File: src/hw/rtl/lwpw_pkg.sv
// lwpw_pkg: shared types, codes and the rgb565 to argb8888 expansion for the
// window pixel writer; no dependencies
package lwpw_pkg;

    typedef enum logic [2:0] {
        MODE_WINDOW = 3'd0,
        MODE_RGB    = 3'd1,
        MODE_INDEX  = 3'd2,
        MODE_PAL_WR = 3'd3,
        MODE_SCROLL = 3'd4,
        MODE_POLL   = 3'd5
    } mode_t;

    localparam int ADDR_W   = 17;
    localparam int ARGB_W   = 32;
    localparam int RGB_W    = 16;
    localparam int SCROLL_W = 9;
    localparam int COORD_W  = 10;
    localparam int ORIGIN_W = 9;
    localparam int INDEX_W  = 8;

    localparam logic [ARGB_W-1:0] ALPHA_OPAQUE = 32'hFF00_0000;

    typedef struct packed {
        logic              bad;
        logic [ADDR_W-1:0] addr;
    } pos_t;

    function automatic logic [ARGB_W-1:0] expand565(input logic [RGB_W-1:0] p);
        logic [7:0] r;
        logic [7:0] g;
        logic [7:0] b;
        r = {p[15:11], 3'b000};
        g = {p[10:5], 2'b00};
        b = {p[4:0], 3'b000};
        return ALPHA_OPAQUE | {8'h00, r, g, b};
    endfunction

endpackage

File: src/hw/rtl/lcd_window_pixel_writer.sv
// lcd_window_pixel_writer: top level of the window pixel write engine
// depends on lwpw_pkg, lwpw_cursor and lwpw_palette
//
// usage:
//   s_ channel takes one command beat per cycle; s_tuser holds the mode,
//   s_tlast marks the last pixel of a run. every beat gives exactly one
//   m_ beat: pixel writes carry the frame address and argb8888 word,
//   out-of-frame pixels carry bad_position, polls carry the dirty flag and
//   the scroll value, all other beats are all zero, tlast included.
//   m_tvalid rises in the cycle after the input handshake; throughput
//   is one beat per cycle while m_tready is high, set by the palette
//   memory's single read port, read at the input handshake and registered.
//   window, cursor and scroll state update at the handshake, so a pixel
//   may follow a set window or palette write in the very next cycle.
//   reset clears cursor, window and scroll offset and sets the dirty flag;
//   palette contents stay undefined until written, no clearing pass.
//   when m_tready is low the result register holds and s_tready drops
//   until the pending result is taken.
module lcd_window_pixel_writer #(
    parameter int SCREEN_WIDTH  = 240,
    parameter int SCREEN_HEIGHT = 320,
    parameter int PALETTE_DEPTH = 256
) (
    input  logic        aclk,
    input  logic        aresetn,
    input  logic        s_tvalid,
    output logic        s_tready,
    // win_x[9:0] win_y[19:10] win_width[29:20] win_height[39:30]
    // pixel_value[55:40] palette_index[63:56] scroll_line[72:64] zero[79:73]
    input  logic [79:0] s_tdata,
    // mode[2:0]
    input  logic [2:0]  s_tuser,
    input  logic        s_tlast,
    output logic        m_tvalid,
    input  logic        m_tready,
    // write_address[16:0] write_argb[48:17] scroll_value[57:49] zero[63:58]
    output logic [63:0] m_tdata,
    // write_valid[0] bad_position[1] update_needed[2]
    output logic [2:0]  m_tuser,
    output logic        m_tlast
);

    localparam int PAL_AW = (PALETTE_DEPTH > 1) ? $clog2(PALETTE_DEPTH) : 1;
    localparam int FRAME  = SCREEN_WIDTH * SCREEN_HEIGHT;

    lwpw_pkg::mode_t                  mode;
    logic [lwpw_pkg::COORD_W-1:0]     win_x, win_y, win_width, win_height;
    logic [lwpw_pkg::RGB_W-1:0]       pixel_value;
    logic [lwpw_pkg::INDEX_W-1:0]     palette_index;
    logic [lwpw_pkg::SCROLL_W-1:0]    scroll_line;

    logic accept;
    logic is_pixel;
    logic idx_ok;
    lwpw_pkg::pos_t pos;
    logic [lwpw_pkg::RGB_W-1:0] pal_rd_data;

    logic                           out_valid_reg, out_valid_next;
    logic                           dirty_reg, dirty_next;
    logic [lwpw_pkg::SCROLL_W-1:0]  scroll_reg, scroll_next;

    logic                           wv_next, bad_next, upd_next, use_pal_next, pal_ok_next;
    logic [lwpw_pkg::SCROLL_W-1:0]  sv_next;
    logic                           wv_reg, bad_reg, upd_reg, use_pal_reg, pal_ok_reg;
    logic                           last_reg;
    logic [lwpw_pkg::ADDR_W-1:0]    addr_reg;
    logic [lwpw_pkg::RGB_W-1:0]     rgb_reg;
    logic [lwpw_pkg::SCROLL_W-1:0]  sv_reg;
    logic [lwpw_pkg::RGB_W-1:0]     rgb_sel;
    logic [lwpw_pkg::ARGB_W-1:0]    argb;
    logic [lwpw_pkg::ADDR_W-1:0]    addr_out;

    assign mode          = lwpw_pkg::mode_t'(s_tuser);
    assign win_x         = s_tdata[9:0];
    assign win_y         = s_tdata[19:10];
    assign win_width     = s_tdata[29:20];
    assign win_height    = s_tdata[39:30];
    assign pixel_value   = s_tdata[55:40];
    assign palette_index = s_tdata[63:56];
    assign scroll_line   = s_tdata[72:64];

    assign s_tready = !out_valid_reg || m_tready;
    assign accept   = s_tvalid && s_tready;
    assign is_pixel = (mode == lwpw_pkg::MODE_RGB) || (mode == lwpw_pkg::MODE_INDEX);
    assign idx_ok   = {1'b0, palette_index} < 9'(PALETTE_DEPTH);

    lwpw_cursor #(
        .SCREEN_WIDTH (SCREEN_WIDTH),
        .SCREEN_HEIGHT(SCREEN_HEIGHT)
    ) u_cursor (
        .aclk      (aclk),
        .aresetn   (aresetn),
        .win_en    (accept && (mode == lwpw_pkg::MODE_WINDOW)),
        .step_en   (accept && is_pixel),
        .win_x     (win_x),
        .win_y     (win_y),
        .win_width (win_width),
        .win_height(win_height),
        .pos       (pos)
    );

    lwpw_palette #(
        .DEPTH(PALETTE_DEPTH),
        .AW   (PAL_AW),
        .DW   (lwpw_pkg::RGB_W)
    ) u_palette (
        .aclk   (aclk),
        .wr_en  (accept && (mode == lwpw_pkg::MODE_PAL_WR) && idx_ok),
        .wr_addr(palette_index[PAL_AW-1:0]),
        .wr_data(pixel_value),
        .rd_en  (accept && (mode == lwpw_pkg::MODE_INDEX)),
        .rd_addr(palette_index[PAL_AW-1:0]),
        .rd_data(pal_rd_data)
    );

    // per-beat decode
    always_comb begin
        dirty_next   = dirty_reg;
        scroll_next  = scroll_reg;
        wv_next      = 1'b0;
        bad_next     = 1'b0;
        upd_next     = 1'b0;
        sv_next      = '0;
        use_pal_next = 1'b0;
        pal_ok_next  = 1'b0;
        unique case (mode) inside
            lwpw_pkg::MODE_RGB, lwpw_pkg::MODE_INDEX: begin
                bad_next     = pos.bad;
                wv_next      = !pos.bad;
                use_pal_next = (mode == lwpw_pkg::MODE_INDEX);
                pal_ok_next  = idx_ok;
                if (!pos.bad) begin
                    dirty_next = 1'b1;
                end
            end
            lwpw_pkg::MODE_SCROLL: begin
                scroll_next = scroll_line;
                dirty_next  = 1'b1;
            end
            lwpw_pkg::MODE_POLL: begin
                upd_next   = dirty_reg;
                sv_next    = dirty_reg ? scroll_reg : '0;
                dirty_next = 1'b0;
            end
            default: begin
            end
        endcase
    end

    always_comb begin
        out_valid_next = out_valid_reg;
        if (accept) begin
            out_valid_next = 1'b1;
        end else if (m_tready) begin
            out_valid_next = 1'b0;
        end
    end

    always_ff @(posedge aclk) begin
        if (!aresetn) begin
            out_valid_reg <= 1'b0;
            dirty_reg     <= 1'b1;
            scroll_reg    <= '0;
        end else begin
            out_valid_reg <= out_valid_next;
            if (accept) begin
                dirty_reg  <= dirty_next;
                scroll_reg <= scroll_next;
            end
        end
    end

    always_ff @(posedge aclk) begin
        if (accept) begin
            wv_reg      <= wv_next;
            bad_reg     <= bad_next;
            upd_reg     <= upd_next;
            sv_reg      <= sv_next;
            use_pal_reg <= use_pal_next;
            pal_ok_reg  <= pal_ok_next;
            last_reg    <= is_pixel && s_tlast;
            addr_reg    <= pos.addr;
            rgb_reg     <= pixel_value;
        end
    end

    // palette read data is registered, so it arrives in the cycle after the read
    assign rgb_sel  = use_pal_reg ? (pal_ok_reg ? pal_rd_data : '0) : rgb_reg;
    assign argb     = wv_reg ? lwpw_pkg::expand565(rgb_sel) : '0;
    assign addr_out = wv_reg ? addr_reg : '0;

    assign m_tvalid = out_valid_reg;
    assign m_tdata  = {6'b0, sv_reg, argb, addr_out};
    assign m_tuser  = {upd_reg, bad_reg, wv_reg};
    assign m_tlast  = last_reg;

    a_write_or_bad: assert property (@(posedge aclk) disable iff (!aresetn)
        m_tvalid |-> !(m_tuser[0] && m_tuser[1]))
        else $error("result flagged both written and out of frame");

    a_addr_in_frame: assert property (@(posedge aclk) disable iff (!aresetn)
        (m_tvalid && m_tuser[0]) |-> (m_tdata[16:0] < 17'(FRAME)))
        else $error("write address outside frame");

    a_poll_clears: assert property (@(posedge aclk) disable iff (!aresetn)
        (accept && (mode == lwpw_pkg::MODE_POLL)) |=> !dirty_reg)
        else $error("dirty flag still set after poll");

    a_scroll_only_on_dirty: assert property (@(posedge aclk) disable iff (!aresetn)
        (m_tvalid && (m_tdata[57:49] != 9'd0)) |-> m_tuser[2])
        else $error("scroll value reported without update flag");

    a_pixel_sets_dirty: assert property (@(posedge aclk) disable iff (!aresetn)
        (accept && is_pixel && !pos.bad) |=> dirty_reg)
        else $error("good pixel write left dirty flag clear");

endmodule

File: src/hw/rtl/lwpw_palette.sv
// lwpw_palette: palette memory of rgb565 words, one write and one read port,
// registered read data; no dependencies
module lwpw_palette #(
    parameter int DEPTH = 256,
    parameter int AW    = 8,
    parameter int DW    = 16
) (
    input  logic          aclk,
    input  logic          wr_en,
    input  logic [AW-1:0] wr_addr,
    input  logic [DW-1:0] wr_data,
    input  logic          rd_en,
    input  logic [AW-1:0] rd_addr,
    output logic [DW-1:0] rd_data
);

    logic [DW-1:0] mem [DEPTH];
    logic [DW-1:0] rd_data_reg;

    always_ff @(posedge aclk) begin
        if (wr_en) begin
            mem[wr_addr] <= wr_data;
        end
    end

    always_ff @(posedge aclk) begin
        if (rd_en) begin
            rd_data_reg <= mem[rd_addr];
        end
    end

    assign rd_data = rd_data_reg;

endmodule

File: src/hw/rtl/lwpw_cursor.sv
// lwpw_cursor: window registers, write cursor and frame address generation
// depends on lwpw_pkg
module lwpw_cursor #(
    parameter int SCREEN_WIDTH  = 240,
    parameter int SCREEN_HEIGHT = 320
) (
    input  logic                         aclk,
    input  logic                         aresetn,
    input  logic                         win_en,
    input  logic                         step_en,
    input  logic [lwpw_pkg::COORD_W-1:0] win_x,
    input  logic [lwpw_pkg::COORD_W-1:0] win_y,
    input  logic [lwpw_pkg::COORD_W-1:0] win_width,
    input  logic [lwpw_pkg::COORD_W-1:0] win_height,
    output lwpw_pkg::pos_t               pos
);

    localparam int ROW_W = $clog2(((SCREEN_HEIGHT + 1) > 512) ? (SCREEN_HEIGHT + 1) : 512);
    localparam int EW_X  = $clog2(SCREEN_WIDTH + 1);
    localparam int EW_Y  = $clog2(SCREEN_HEIGHT + 1);
    localparam int XW    = $clog2(SCREEN_WIDTH + 1);
    localparam int SUM_W = (((ROW_W + XW) > lwpw_pkg::ADDR_W) ?
                            (ROW_W + XW) : lwpw_pkg::ADDR_W) + 1;
    localparam int FRAME = SCREEN_WIDTH * SCREEN_HEIGHT;
    localparam int CW    = lwpw_pkg::ADDR_W;
    localparam int OW    = lwpw_pkg::ORIGIN_W;
    localparam int ESW   = lwpw_pkg::COORD_W + 2;

    logic [CW-1:0]    col_reg, col_next;
    logic [ROW_W-1:0] row_reg, row_next;
    logic [OW-1:0]    origin_col_reg, origin_col_next;
    logic [OW-1:0]    origin_row_reg, origin_row_next;
    logic [EW_X-1:0]  right_edge_reg, right_edge_next;
    logic [EW_Y-1:0]  bottom_edge_reg, bottom_edge_next;

    logic [SUM_W-1:0]      addr_sum;
    logic                  bad;
    logic [CW-1:0]         col_inc;
    logic [ROW_W-1:0]      row_inc;
    logic signed [ESW-1:0] x_end;
    logic signed [ESW-1:0] y_end;

    assign addr_sum = SUM_W'(col_reg) + SUM_W'(row_reg) * SUM_W'(SCREEN_WIDTH);
    assign bad      = addr_sum >= SUM_W'(FRAME);
    assign pos.bad  = bad;
    assign pos.addr = addr_sum[CW-1:0];

    assign col_inc = col_reg + CW'(1);
    assign row_inc = row_reg + ROW_W'(1);

    assign x_end = $signed({{2{win_x[lwpw_pkg::COORD_W-1]}}, win_x})
                 + $signed({2'b00, win_width});
    assign y_end = $signed({{2{win_y[lwpw_pkg::COORD_W-1]}}, win_y})
                 + $signed({2'b00, win_height});

    always_comb begin
        col_next         = col_reg;
        row_next         = row_reg;
        origin_col_next  = origin_col_reg;
        origin_row_next  = origin_row_reg;
        right_edge_next  = right_edge_reg;
        bottom_edge_next = bottom_edge_reg;
        if (win_en) begin
            origin_col_next = win_x[lwpw_pkg::COORD_W-1] ? '0 : win_x[OW-1:0];
            origin_row_next = win_y[lwpw_pkg::COORD_W-1] ? '0 : win_y[OW-1:0];
            col_next        = CW'(origin_col_next);
            row_next        = ROW_W'(origin_row_next);
            if (x_end <= $signed(ESW'(0))) begin
                right_edge_next = '0;
            end else if (x_end > $signed(ESW'(SCREEN_WIDTH))) begin
                right_edge_next = EW_X'(SCREEN_WIDTH);
            end else begin
                right_edge_next = x_end[EW_X-1:0];
            end
            if (y_end <= $signed(ESW'(0))) begin
                bottom_edge_next = '0;
            end else if (y_end > $signed(ESW'(SCREEN_HEIGHT))) begin
                bottom_edge_next = EW_Y'(SCREEN_HEIGHT);
            end else begin
                bottom_edge_next = y_end[EW_Y-1:0];
            end
        end else if (step_en && !bad) begin
            col_next = col_inc;
            if (col_inc == CW'(right_edge_reg)) begin
                col_next = CW'(origin_col_reg);
                row_next = row_inc;
                if (row_inc == ROW_W'(bottom_edge_reg)) begin
                    row_next = ROW_W'(origin_row_reg);
                end
            end
        end
    end

    always_ff @(posedge aclk) begin
        if (!aresetn) begin
            col_reg         <= '0;
            row_reg         <= '0;
            origin_col_reg  <= '0;
            origin_row_reg  <= '0;
            right_edge_reg  <= '0;
            bottom_edge_reg <= '0;
        end else begin
            col_reg         <= col_next;
            row_reg         <= row_next;
            origin_col_reg  <= origin_col_next;
            origin_row_reg  <= origin_row_next;
            right_edge_reg  <= right_edge_next;
            bottom_edge_reg <= bottom_edge_next;
        end
    end

    a_win_sets_cursor: assert property (@(posedge aclk) disable iff (!aresetn)
        win_en |=> (col_reg == CW'(origin_col_reg)) && (row_reg == ROW_W'(origin_row_reg)))
        else $error("cursor not at window origin after set window");

    a_bad_holds: assert property (@(posedge aclk) disable iff (!aresetn)
        (step_en && !win_en && bad) |=> $stable(col_reg) && $stable(row_reg))
        else $error("cursor moved on an out-of-frame pixel");

    a_edges_clamped: assert property (@(posedge aclk) disable iff (!aresetn)
        (right_edge_reg <= EW_X'(SCREEN_WIDTH)) && (bottom_edge_reg <= EW_Y'(SCREEN_HEIGHT)))
        else $error("window edge beyond screen");

endmodule

File: config.mk
export PLATFORM = sky130hd
export DESIGN_NAME = lcd_window_pixel_writer
export DESIGN_NICKNAME = d
export VERILOG_FILES = /design/src/hw/rtl/lwpw_pkg.sv /design/src/hw/rtl/lcd_window_pixel_writer.sv /design/src/hw/rtl/lwpw_palette.sv /design/src/hw/rtl/lwpw_cursor.sv
export SDC_FILE = /design/constraint.sdc
export NUM_CORES = 2
export LEC_CHECK = 0
export BUFFER_PORTS_ARGS = -buffer_cell sky130_fd_sc_hd__buf_4
export CAP_MARGIN = 40
export CORE_UTILIZATION = 30
export CTS_CLUSTER_DIAMETER = 120
export DETAILED_ROUTE_END_ITERATION = 6
export PLACE_DENSITY = 0.5
export SYNTH_ARGS = -nofsm -noshare
export SYNTH_HDL_FRONTEND = slang
export SYNTH_SLANG_ARGS = --single-unit
export TNS_END_PERCENT = 1
File: constraint.sdc
create_clock -name aclk -period 5.7 [get_ports aclk]
set_input_delay 0.57 -clock aclk [delete_from_list [all_inputs] [get_ports aclk]]
set_output_delay 0.57 -clock aclk [all_outputs]
set_load 0.05 [all_outputs]
# After elaboration in Yosys (flattened, before gate mapping)
# Memories as Yosys holds them, arrays and structs flattened. A register that Yosys moved wholly into a read port is not among the register bits.
# Cells that the tools add are included.
dict set report totals {
  regBits 120
  wordCells 86
  input_bits 88
  ram_bits 4096
  n_memories 1
  output_inout_bits 70
}
dict set report op_classes {
  n_lt_le_gt_ge 5
  eq_ne 8
  n_bitwise 1
  mul 1
  addsub 5
  n_reduce_logical 22
  mux 24
}
# memory words width read_ports rd_clocked_by_memory_dff write_ports line
set mem_list {}
lappend mem_list {u_palette.mem 256 16 1 1 1 lwpw_palette.sv:17} ;# logic [DW-1:0] mem [DEPTH];
# cell n
set ops {}
lappend ops {{9-bit 2-to-1 mux} 10}
lappend ops {{17-bit 2-to-1 mux} 2}
lappend ops {{16-bit 2-to-1 mux} 2}
lappend ops {{32-bit 2-to-1 mux} 1}
lappend ops {{10-bit by 11-bit adder with 12-bit output} 2}
lappend ops {{12-bit by 1-bit <= comparator with 1-bit output (second input constant)} 2}
lappend ops {{17-bit by 17-bit adder with 18-bit output} 1}
lappend ops {{18-bit by 17-bit >= comparator with 1-bit output (second input constant)} 1}
lappend ops {{17-bit by 1-bit adder with 17-bit output (second input constant)} 1}
lappend ops {{17-bit by 8-bit equality test with 1-bit output} 1}
lappend ops {{8-bit 2-to-1 mux} 2}
lappend ops {{9-bit by 4-bit multiplier with 13-bit output (second input constant)} 1}
lappend ops {{12-bit by 10-bit greater-than comparator with 1-bit output (second input constant)} 1}
lappend ops {{12-bit by 9-bit greater-than comparator with 1-bit output (second input constant)} 1}
lappend ops {{9-bit by 1-bit adder with 9-bit output (second input constant)} 1}
lappend ops {{9-bit equality test} 1}
lappend ops {{1-bit logical AND} 7}
lappend ops {{3-bit by 2-bit equality test with 1-bit output (second input constant)} 2}
lappend ops {{3-bit equality test (second input constant)} 2}
lappend ops {{1-bit 2-to-1 mux} 6}
lappend ops {{2-bit AND reduction} 3}
lappend ops {{2-bit nonzero test} 3}
lappend ops {{2-bit OR reduction} 2}
lappend ops {{3-bit by 1-bit equality test with 1-bit output (second input constant)} 1}
lappend ops {{other kinds (8)} 10}

# Longest topological paths before layout
dict set report logic_depth {
  ltp_word 7
  ltp_mapped 23
  ltp_nobuf 22
}

# Cells and area by module
# A second synthesis with hierarchy kept.
dict set report unflattened {
  cells_unflattened 8388
  area_unflattened_um2 168215.1
}
# mod n_inst seq_area_each_um2 cells_per_inst area_each_um2
set by_module_without_submodules {}
lappend by_module_without_submodules {lwpw_palette 1 123478.4 7360 158874.9}
lappend by_module_without_submodules {lwpw_cursor 1 1221.2 814 6651.4}
lappend by_module_without_submodules {lcd_window_pixel_writer 1 1661.6 214 2688.8}

# Least setup slack after synthesis
# Ideal clock, no wire load.
dict set report synth_timing {
  kind {reg2reg}
  startpoint {register u_cursor.row_reg[3]}
  endpoint {register u_cursor.col_reg[9]}
  slack_ns 0.469
  n_path_buf 1
  stages_incl_launch_ff 23
  period_less_slack_ns 5.231
  arrival_time_ns 5.160
  setup_ns 0.071
  t_required_ns 5.629
  cell_sequence {dfxtp_1 > inv_1 > fa_1 > fa_1 > inv_1 > ha_1 > nor2b_1 > o21ai_0 > a21boi_0 > o21ai_0 > a21boi_0 > o21ai_0 > nand2_1 > xor2_1 > ha_1 > nand4_1 > o21bai_1 > or3_1 > a221o_1 > a21o_1 > buf_2 > or4_1 > a21oi_1}
}
dict set report synth_via {
  elab_chain_cells 5
}
# element line
set synth_rtl {}
lappend synth_rtl {{start, declared} lwpw_cursor.sv:30} ;# logic [ROW_W-1:0] row_reg, row_next;
lappend synth_rtl {{start signal, assigned} lwpw_cursor.sv:104} ;# row_reg <= row_next;
lappend synth_rtl {{9-bit by 4-bit multiplier with 13-bit output} lwpw_cursor.sv:43} ;# assign addr_sum = SUM_W'(col_reg) + SUM_W'(row_reg) * SUM_W'(SCREEN_WIDTH);
lappend synth_rtl {{17-bit by 17-bit adder with 18-bit output} lwpw_cursor.sv:43}
lappend synth_rtl {{18-bit by 17-bit >= comparator with 1-bit output} lwpw_cursor.sv:44} ;# assign bad = addr_sum >= SUM_W'(FRAME);
lappend synth_rtl {{1-bit zero test} lwpw_cursor.sv:82} ;# end else if (step_en && !bad) begin
lappend synth_rtl {{1-bit logical AND} lwpw_cursor.sv:82}
lappend synth_rtl {{end signal, assigned} lwpw_cursor.sv:103} ;# col_reg <= col_next;
lappend synth_rtl {{end, declared} lwpw_cursor.sv:29} ;# logic [CW-1:0] col_reg, col_next;
# Every way passes these cells.
# A chain may end at the register's enable or synchronous reset.

# Worst setup path in the final report
dict set report layout_timing {
  startpoint {register u_cursor.row_reg[1]}
  endpoint {register u_cursor.col_reg[0]}
}
dict set report layout_via {
  elab_chain_cells 6
}
# element line
set layout_rtl {}
lappend layout_rtl {{9-bit by 4-bit multiplier with 13-bit output} lwpw_cursor.sv:43}
lappend layout_rtl {{17-bit by 17-bit adder with 18-bit output} lwpw_cursor.sv:43}
lappend layout_rtl {{18-bit by 17-bit >= comparator with 1-bit output} lwpw_cursor.sv:44}
lappend layout_rtl {{1-bit zero test} lwpw_cursor.sv:82}
lappend layout_rtl {{1-bit logical AND} lwpw_cursor.sv:82}
lappend layout_rtl {{2-bit nonzero test (no source line)} -}
# Every way passes these cells.

==> metrics.txt <==
status=finished clean; # Post-CTS Setup Buffers=0; IO Count=158; RSZ-0062 raised after global routing=false; Final setup viols=0; hold path endpoint=u_palette.mem[31][1]$_DFFE_PP_; buffer and inverter count on the worst path=3; input/output buffers=136; Ys Warns=0; leading area contributor after synthesis=edfxtp_1; clk root buf=clkbuf_16; Seq pwr share=51.3%; hold path cells=1; Arr. time, crit path=6.31 ns; Tmin final=5.41 ns; portion of netlist area occupied by mux cells=18.1%; syn avg cell area=22.8 um2; R2R cell count=22; via count=80100; Unique masters post-synth=78; placed insts=14800; Final Cycle Share=94.8%; filler cell count=50100; drt pass-1 iters=6; Netlist Area Pre-Place=0.166 mm2; register area share after synthesis=76.2%; Post-Synth Simple-Gate Area=2.07%; Layout area overhead=17.5%; drc violations=0; Skew-Pair Late Insertion Delay=1.02 ns; VDD IR max=0.000238 V; Die Wd=745 um; CP Capture Type=flop; CTS buffer count=443; Area after DPL=0.180 mm2; H-tree depth=5; CTS Sinks=4232; die area=0.556 mm2; final net count=8214; Max Cap Viol=0; internal power=52.2 mW; Leak Pwr=60.6 nW; Hold Crit Class=primary input to flop; reg2reg setup slack=0.29 ns; post-route cell area=0.195 mm2; Tot GR Track Use=16.4%; Least-Margin Pin Slew=1.25 ns; Final Non-Filler Cells=15700; vias per cell=5.10; clk slew on worst S/H paths=0.06 ns; WS Path Type=flop to flop; Final Hold Vio Count=0; Initial Util=30.2%; Seq cells post-synth=4232; number of antenna violations at the first check in global routing=33; vias in the first global route=83000; WP data required=6.60 ns; multi-input combinational cell area=0.0381 mm2; Critical R2R Capture=u_cursor.col_reg[0]$_SDFFE_PN0P_; CP max-delay cell=fa_1; Comb power frac=5.6%; CP max stage delay=0.57 ns; area fraction in compound gates after synthesis=1.33%; routed len/inst=29.7 um; largest net degree at the start of global routing=177; xor/xnor cell area share of the yosys netlist=0.370%; core area=0.550 mm2; std cell rows=272; normalized max-slew margin=16.8%; CTS max path bufs=4; Initial DRC Count=8290; clock network fraction of total power=43.1%; share of layout cells above drive strength 1=34.8%; ANT nets after route=0; DP Wirelength=277000 um; DRT Wirelength=466000 um; combinational family with the most area after synthesis=multiplexers; sw power=14.6 mW; count of flip-flops with a built-in enable after synthesis=4160; worst r2r src=u_cursor.row_reg[1]$_SDFFE_PN0P_; Sw Share=21.9%; first-pass GRT wire length=651000 um; startpoint types=flop; Peak Freq=185 MHz; routability cong.=0.806; crit path cell chain=fa_1 > fa_1 > inv_1 > fa_1 > nor2b_1 > o21ai_0 > a21boi_1 > o21ai_1 > a21boi_2 > o21ai_1 > nand2_1 > xor2_1 > ha_1 > nand4_1 > o21bai_1 > or3_1 > a221o_2 > buf_4 > a21oi_1 > buf_4 > o21ai_1 > o32ai_2; post-synth top area share=75.3%; Adder-Cell Fraction of Synth Area=0.663%; synthesized instance count=7265; Min-Delay Startpoint=s_tdata[41]; top cells by area, synth=edfxtp_1 (75%), mux4_2 (18%), dfxtp_1 (0.87%); Top Family by Delay on Critical Path=adder cells; clock skew=0.0639 ns; CTS tree=done; prevailing post-synth register cell=edfxtp_1; asr flop ratio synth=0%; hold slack=0.0572 ns; max reg flops=4096; Final Max Slew Viols=0; P per Cell Area=343 mW/mm2; Crit Path Max Fanout=5; flip-flop and latch area=0.126 mm2; die height=745 um; GRT overflow=0
-- per-layer routing --
layer  part of all wire [%]  wire, um  track usage (%)  vias up
met5                  0.011        53                0        -
met4                    2.6     12000             4.04        8
met3                    6.3     29200             2.52      569
met2                     49    229000             27.4     2787
met1                     42    196000             22.4    44200
li1                       -         -                -    32500
-- worst max path at each step --
stage,startpoint,to,slack (ns),cells after the start
global route,u_cursor.row_reg[1]$_SDFFE_PN0P_,u_cursor.col_reg[15]$_SDFFE_PP0P_,0.01,21
finish,u_cursor.row_reg[1]$_SDFFE_PN0P_,u_cursor.col_reg[0]$_SDFFE_PN0P_,0.29,22
floorplan,u_cursor.row_reg[3]$_SDFFE_PN0P_,u_cursor.col_reg[9]$_SDFFE_PP0P_,0.47,22
global placement,u_cursor.row_reg[1]$_SDFFE_PN0P_,u_cursor.col_reg[0]$_SDFFE_PN0P_,-0.07,23
CTS,u_cursor.row_reg[1]$_SDFFE_PN0P_,u_cursor.col_reg[0]$_SDFFE_PN0P_,0.06,22
detailed placement,u_cursor.row_reg[1]$_SDFFE_PN0P_,u_cursor.col_reg[0]$_SDFFE_PN0P_,-0.02,22
-- through the flow --
stage                     setup TNS [ns]  power [mW]  util, %  setup WS [ns]
final                                  0        66.8     35.5          0.295
after global routing                   0        68.7     35.5         0.0100
after CTS                              0        67.5     35.4         0.0583
after detailed placement         -0.0234        38.7     32.7        -0.0234
after global placement            -0.367        38.6     32.7        -0.0651
after floorplan                        0        36.9        -          0.469
-- power groups by stage --
stage	sequential [mW]	combinational, mW	clock (mW)
final	34.3	3.77	28.8
after global routing	34.2	3.98	30.5
after CTS	34.2	3.83	29.4
after detailed placement	34.9	3.80	0
after global placement	34.9	3.71	0
after floorplan	34.9	1.96	0
-- cell usage in the layout (no fill, tap or decap), drive strengths merged, types with 46 or more instances in the layout --
cell,count
mux4,1313
dfxtp,72
edfxtp,4160
bufinv,46
clkinv,205
ha,59
a21oi,76
nand2,145
nor2,339
o21ai,48
inv,71
nand3,74
buf,691
clkbuf,549
-- cells in the mapped netlist, types with 5 or more instances --
cell type,n
a22o_1,13
and3_1,20
buf_2,128
or3_1,12
a21o_1,14
clkbuf_1,213
mux2i_1,32
nor2b_1,41
o21bai_1,5
ha_1,59
and2_1,34
nor3_1,16
mux4_2,1313
o21ai_0,46
xnor3_1,7
a211oi_1,14
buf_4,39
mux2_2,10
o211ai_1,19
edfxtp_1,4160
xnor2_1,36
nor4_1,9
fa_1,18
nor2_1,339
nand3_1,73
o211a_1,10
a31oi_1,15
a311oi_1,6
nand2_1,145
nand2b_1,17
inv_1,58
dfxtp_1,72
xor2_1,16
a21oi_1,76
nand4_1,19
or4_1,8
buf_1,29
o31ai_1,8
a22oi_1,27
a21boi_0,5
-- worst register-to-register path: stages (launching register included) --
cell	delay, ns
dfxtp_2	0.35
fa_1	0.52
fa_1	0.57
inv_1	0.07
fa_1	0.45
nor2b_1	0.11
o21ai_0	0.10
a21boi_1	0.20
o21ai_1	0.12
a21boi_2	0.16
o21ai_1	0.10
nand2_1	0.11
xor2_1	0.18
ha_1	0.29
nand4_1	0.12
o21bai_1	0.09
or3_1	0.38
a221o_2	0.48
buf_4	0.17
a21oi_1	0.22
buf_4	0.18
o21ai_1	0.09
o32ai_2	0.27
-- logic make-up after synthesis --
| family | Yosys count |
|---|---|
| buffers and inverters | 473 |
| and+or+nand+nor | 752 |
| DFF | 4232 |
| AOI/OAI and AO/OA | 316 |
| adders and majority gates | 77 |
| muxes | 1355 |
| other | 1 |
| xor gates and xnor gates | 59 |
-- area by class of cell --
type | count | share of cell area [%]
clock buffer | 543 | 5.95
tap | 7261 | 4.66
inverter | 60 | 0.117
antenna | 13 | 0.0167
multi-input combinational | 2573 | 19.6
clock inverter | 276 | 1.45
timing repair buffer | 739 | 3.40
sequential | 4232 | 64.8
-- repair_timing --
action / in CTS / in global routing
gates resized for setup: 2 / 9
endpoints found under the hold margin: 103 / 0
pin swaps: 0 / 2
hold buffers: 42 / 0
endpoints found under the setup margin: 1 / 26
No activity file was read; power rests on OpenSTA's default activity.
